<file path="config.mk">
export PLATFORM = sky130hd
export DESIGN_NAME = fpf_ctrl
export DESIGN_NICKNAME = d
export VERILOG_FILES = /design/src/sv/fpf_pkg.sv /design/src/sv/fpf_ctrl.sv
export SDC_FILE = /design/constraint.sdc
export NUM_CORES = 1
export LEC_CHECK = 0
export BUFFER_PORTS_ARGS = -buffer_cell sky130_fd_sc_hd__buf_2
export CAP_MARGIN = 20
export CORE_AREA = 2 2 39 41
export DETAILED_ROUTE_END_ITERATION = 6
export DIE_AREA = 0 0 41 43
export GPL_TIMING_DRIVEN = 0
export PLACE_DENSITY_LB_ADDON = 0.08
export SLEW_MARGIN = 30
export SYNTH_ARGS = -nofsm -noshare
export SYNTH_HDL_FRONTEND = slang
export SYNTH_SLANG_ARGS = --single-unit
</file>
<file path="constraint.sdc">
create_clock -name i_clk -period 0.97 [get_ports i_clk]
set_input_delay 0.097 -clock i_clk [delete_from_list [all_inputs] [get_ports i_clk]]
set_output_delay 0.097 -clock i_clk [all_outputs]
set_load 0.02 [all_outputs]
</file>
<file path="src/sv/fpf_pkg.sv">
// shared types and constants of the frame peak finder
// no dependencies; used by every module of the block
package fpf_pkg;

    localparam int FRAME_DEPTH_DEF = 1024;
    localparam int MAX_PEAKS_DEF   = 32;
    localparam int SAMPLE_BITS_DEF = 16;

    localparam int TOL_BITS  = 16;
    localparam int SKIP_BITS = 4;

    localparam logic [TOL_BITS-1:0]  TOL_RESET  = 16'd8;
    localparam logic [SKIP_BITS-1:0] SKIP_RESET = 4'd3;

    localparam logic [4:0] COUNT_MAX = 5'd31;

    typedef logic [0:0]  t_cfg_index;
    typedef logic [15:0] t_cfg_data;

    localparam t_cfg_index REG_TOLERANCE = 1'd0;
    localparam t_cfg_index REG_SKIP      = 1'd1;

    typedef struct packed {
        logic [15:0] sample;
        logic        frame_end;
    } t_in_item;

    typedef struct packed {
        logic [9:0]  peak_index;
        logic        peak_valid;
        logic [15:0] peak_level;
        logic [4:0]  interval_count;
        logic        overflow;
        logic        last;
    } t_out_item;

    typedef struct packed {
        logic load;
        logic scan_rd;
        logic scan_fin;
        logic emit_rd;
        logic emit_load;
        logic frame_clr;
    } t_dp_cmd;

    typedef struct packed {
        logic scan_issue_last;
        logic out_last;
    } t_dp_sts;

endpackage

</file>
<file path="src/sv/fpf_ctrl.sv">
// controller state machine: load, scan, emit sequencing
// depends on fpf_pkg; drives fpf_datapath commands
module fpf_ctrl (
    input  logic             i_clk,
    input  logic             i_rst_n,
    input  logic             i_in_valid,
    input  logic             i_frame_end,
    output logic             o_in_ready,
    output logic             o_out_valid,
    input  logic             i_out_ready,
    input  fpf_pkg::t_dp_sts i_sts,
    output fpf_pkg::t_dp_cmd o_cmd
);
    import fpf_pkg::*;

    localparam logic [2:0] S_LOAD  = 3'd0;
    localparam logic [2:0] S_SCAN  = 3'd1;
    localparam logic [2:0] S_DRAIN = 3'd2;
    localparam logic [2:0] S_FINAL = 3'd3;
    localparam logic [2:0] S_FETCH = 3'd4;
    localparam logic [2:0] S_PUT   = 3'd5;
    localparam logic [2:0] S_SHOW  = 3'd6;

    logic [2:0] r_state;
    logic [2:0] n_state;

    always_ff @(posedge i_clk) begin
        if (!i_rst_n) begin
            r_state <= S_LOAD;
        end else begin
            r_state <= n_state;
        end
    end

    always_comb begin
        n_state     = r_state;
        o_cmd       = '0;
        o_in_ready  = 1'b0;
        o_out_valid = 1'b0;
        case (r_state)
            S_LOAD: begin
                o_in_ready = 1'b1;
                if (i_in_valid) begin
                    o_cmd.load = 1'b1;
                    if (i_frame_end) begin
                        n_state = S_SCAN;
                    end
                end
            end
            S_SCAN: begin
                o_cmd.scan_rd = 1'b1;
                if (i_sts.scan_issue_last) begin
                    n_state = S_DRAIN;
                end
            end
            S_DRAIN: begin
                n_state = S_FINAL;
            end
            S_FINAL: begin
                o_cmd.scan_fin = 1'b1;
                n_state        = S_FETCH;
            end
            S_FETCH: begin
                o_cmd.emit_rd = 1'b1;
                n_state       = S_PUT;
            end
            S_PUT: begin
                o_cmd.emit_load = 1'b1;
                n_state         = S_SHOW;
            end
            S_SHOW: begin
                o_out_valid = 1'b1;
                if (i_out_ready) begin
                    if (i_sts.out_last) begin
                        o_cmd.frame_clr = 1'b1;
                        n_state         = S_LOAD;
                    end else begin
                        n_state = S_FETCH;
                    end
                end
            end
            default: begin
                n_state = S_LOAD;
            end
        endcase
    end

endmodule

</file>
==> flow_summary.ini <==
[outcome]
outcome = finished with violations
violations = negative setup slack

[cts]
clkLatencyLatePin_ns = 0.23
clkSinkCount = 3
cts-root-buf = clkbuf_4
clk_pin_slew_ns = 0.04
cts_tree = done
cts_buffers = 3
hold_buffers = 0
htree_levels = 1
clock_path_buffers = 2

[timing]
rsz0062_at_grt = true
finalHoldViolCount = 0
fin_ws_ns = -0.2539
finClkSkew_ns = 0.0001299
tightest_slew_ns = 0.2325
final.setup.tns_ns = -1.633
slew_violations = 0
relSlewSlack = 0.8443
timing.final.crit_share = 1.262
timing.fmax_mhz = 817.1
period_minus_slack_ns = 1.224
setup_viol = 11

[synthesis]
yosysSeqAreaShare = 0.2567
synth_area_um2 = 234.0
synth_cells = 28
ys_ff_latch = 3
ys_warn_count = 0
synth_area_leaders = dfxtp_1 (26%), and3b_1 (7.5%), a21o_1 (6.4%), nand2_1 (6.4%), and2_1 (5.3%)
synth.distinct_cells = 17
syn_avg_cell_area_um2 = 8.356
syn_nets = 35
yosysTopAreaCellShare = 0.2567
yosys.area.top_type = dfxtp_1

[global_routing]
overflow = 0
antenna_found_initial = 0
grt_pass1_vias = 328
grtUsageTotal = 0.1122
grt_max_degree = 9
grt_pass1_wl_um = 1338

[critical_path]
crit_chain = buf_6, nand2_4, nor2_4, and3_4, buf_6
reg2reg_from = r_state[0]
timing.critical_path.buf_inv = 2
crit_start = r_state[1]
cp_common_cell = buf_6
crit_cells = 5
reg2regPathDepth = 5
crit_family = simple AND/OR/NAND/NOR gates
critPathArrivalTime_ns = 1.13
cpPeakStageDelay_ns = 0.32
slowest_stage = dfxtp_2
worstPathRequired_ns = 0.87
path_class = reg -> out
startpoint_type = register
crit_fanout = 5
crit_path_end_kind = output port

[drt]
wl_per_cell_um = 11.20
drt-total-wl_um = 773
vias = 299
drc = 0
ant_nets = 0
first_pass_iters = 3
drt_iter0_markers = 3
viasPerCell = 4.333

[min_path]
hold_path.class = in -> reg
min_path_cells = 2
hold_start = i_rst_n

[layout]
regMostFlops = r_state
fin_nets = 61
multi_input_area_um2 = 197.7
largest_reg_flops = 3
top_regs = r_state (3)
seqCellArea_um2 = 66.31
final_util = 0.3580
syn2layout_area_growth_pct = 111.8
drive_gt1_frac = 0.7170
antennaDiodeCount = 0
fill_cells = 161

[die]
initial_utilization = 0.1691
coreArea_um2 = 1384
ioPinCount = 15
die_h_um = 43
num_rows = 14
dieArea_um2 = 1763
die_w_um = 41

[run]
drv_cap = 0

[place]
hpwl_um = 504.8
gp_congestion = 0.7129
portBuffers = 14

[power_and_ir_drop]
totalPowerFinal_mw = 0.8348
powerDensity_nw_per_um2 = 1685
vdd_drop_max_mv = 0.6682
leakagePower_nw = 0.2764
routing by layer:
layer,global-route usage,up-vias,wire length [µm]
met5,0,-,0
met4,0.04000,0,0
met3,0.05236,0,38
met2,0.1719,8,420
met1,0.1310,140,314
li1,-,151,-
report_power, final:
group	switching, mW	total, mW	internal (mW)
Combinational	0.207	0.453	0.247
Clock	0.0643	0.218	0.154
Sequential	0.0195	0.163	0.144
Total	0.290	0.835	0.544
synth_stat cells:
library cell	instances
nand2_1	4
dfxtp_1	3
nor2_1	3
a21o_1	2
and2_1	2
and3_1	2
and3b_1	2
a21bo_1	1
a21boi_0	1
and4_1	1
buf_4	1
buf_6	1
mux2i_1	1
nor3_2	1
nor3b_1	1
o211a_1	1
o211ai_1	1
through the flow:
step	instances	hold slack [ns]	cell area, µm²	setup slack (ns)
finish	69	0.1231	495.5	-0.2539
global route	69	0.1224	495.5	-0.3121
detailed placement	58	0.3684	352.8	-0.2238
floorplan	28	0.2304	262.8	-0.1382
CTS	68	0.1174	471.7	-0.2745
global placement	58	0.3648	352.8	-0.2155
timing repair:
item / in CTS / in global routing
setup buffers: 4 / 2
endpoints found under the hold margin: 0 / 0
endpoints found under the setup margin: 11 / 11
cloned: 2 / 0
resized for setup: 20 / 4
pin swaps: 6 / 8
final cells by class:
class	instances	area share
Timing Repair Buffer	21	0.3283
Sequential cell	3	0.1338
Clock buffer	4	0.05303
Tap cell	16	0.04040
Buffer	2	0.04545
Multi-Input combinational cell	23	0.3990
cells by family (layout without fill, tap and decap cells):
family | Yosys count | after routing | synth area share
AO/OA/AOI/OAI | 6 | 6 | 0.2139
multiplexers | 1 | 1 | 0.04278
AND/OR/NAND/NOR | 16 | 16 | 0.4064
flip-flops | 3 | 3 | 0.2567
buffers and inverters | 2 | 27 | 0.08022
cells in the final DEF, fill, tap and decap left out:
cell type,netlist,final
a21bo_1,1,1
a21boi_2,0,1
a21o_1,2,2
and2_1,2,1
and2_4,0,1
and3_1,2,1
and3_4,0,1
and3b_1,2,2
and4_1,1,1
buf_2,0,7
buf_4,1,8
buf_6,1,8
clkbuf_1,0,1
clkbuf_4,0,3
dfxtp_2,0,2
dfxtp_4,0,1
mux2i_1,1,1
nand2_1,4,3
nand2_4,0,1
nor2_2,0,2
nor2_4,0,1
nor3_4,0,1
nor3b_2,0,1
o211a_1,1,1
o211ai_1,1,1
worst reg2reg max path, delay by kind of cell (launching register included):
| family | cells | cell delay [ns] |
|---|---|---|
| compound gates | 3 | 0.41 |
| flops | 1 | 0.33 |
| buf+inv | 2 | 0.25 |
final timing paths:
check / endpoint / slack (ns)
setup / recovery: o_cmd[0] / -0.25
hold / removal: r_state[2] / 0.12
setup reg to reg: r_state[2] / -0.08
hold reg to reg: r_state[0] / 0.75
(Power assumes the default switching activity.)
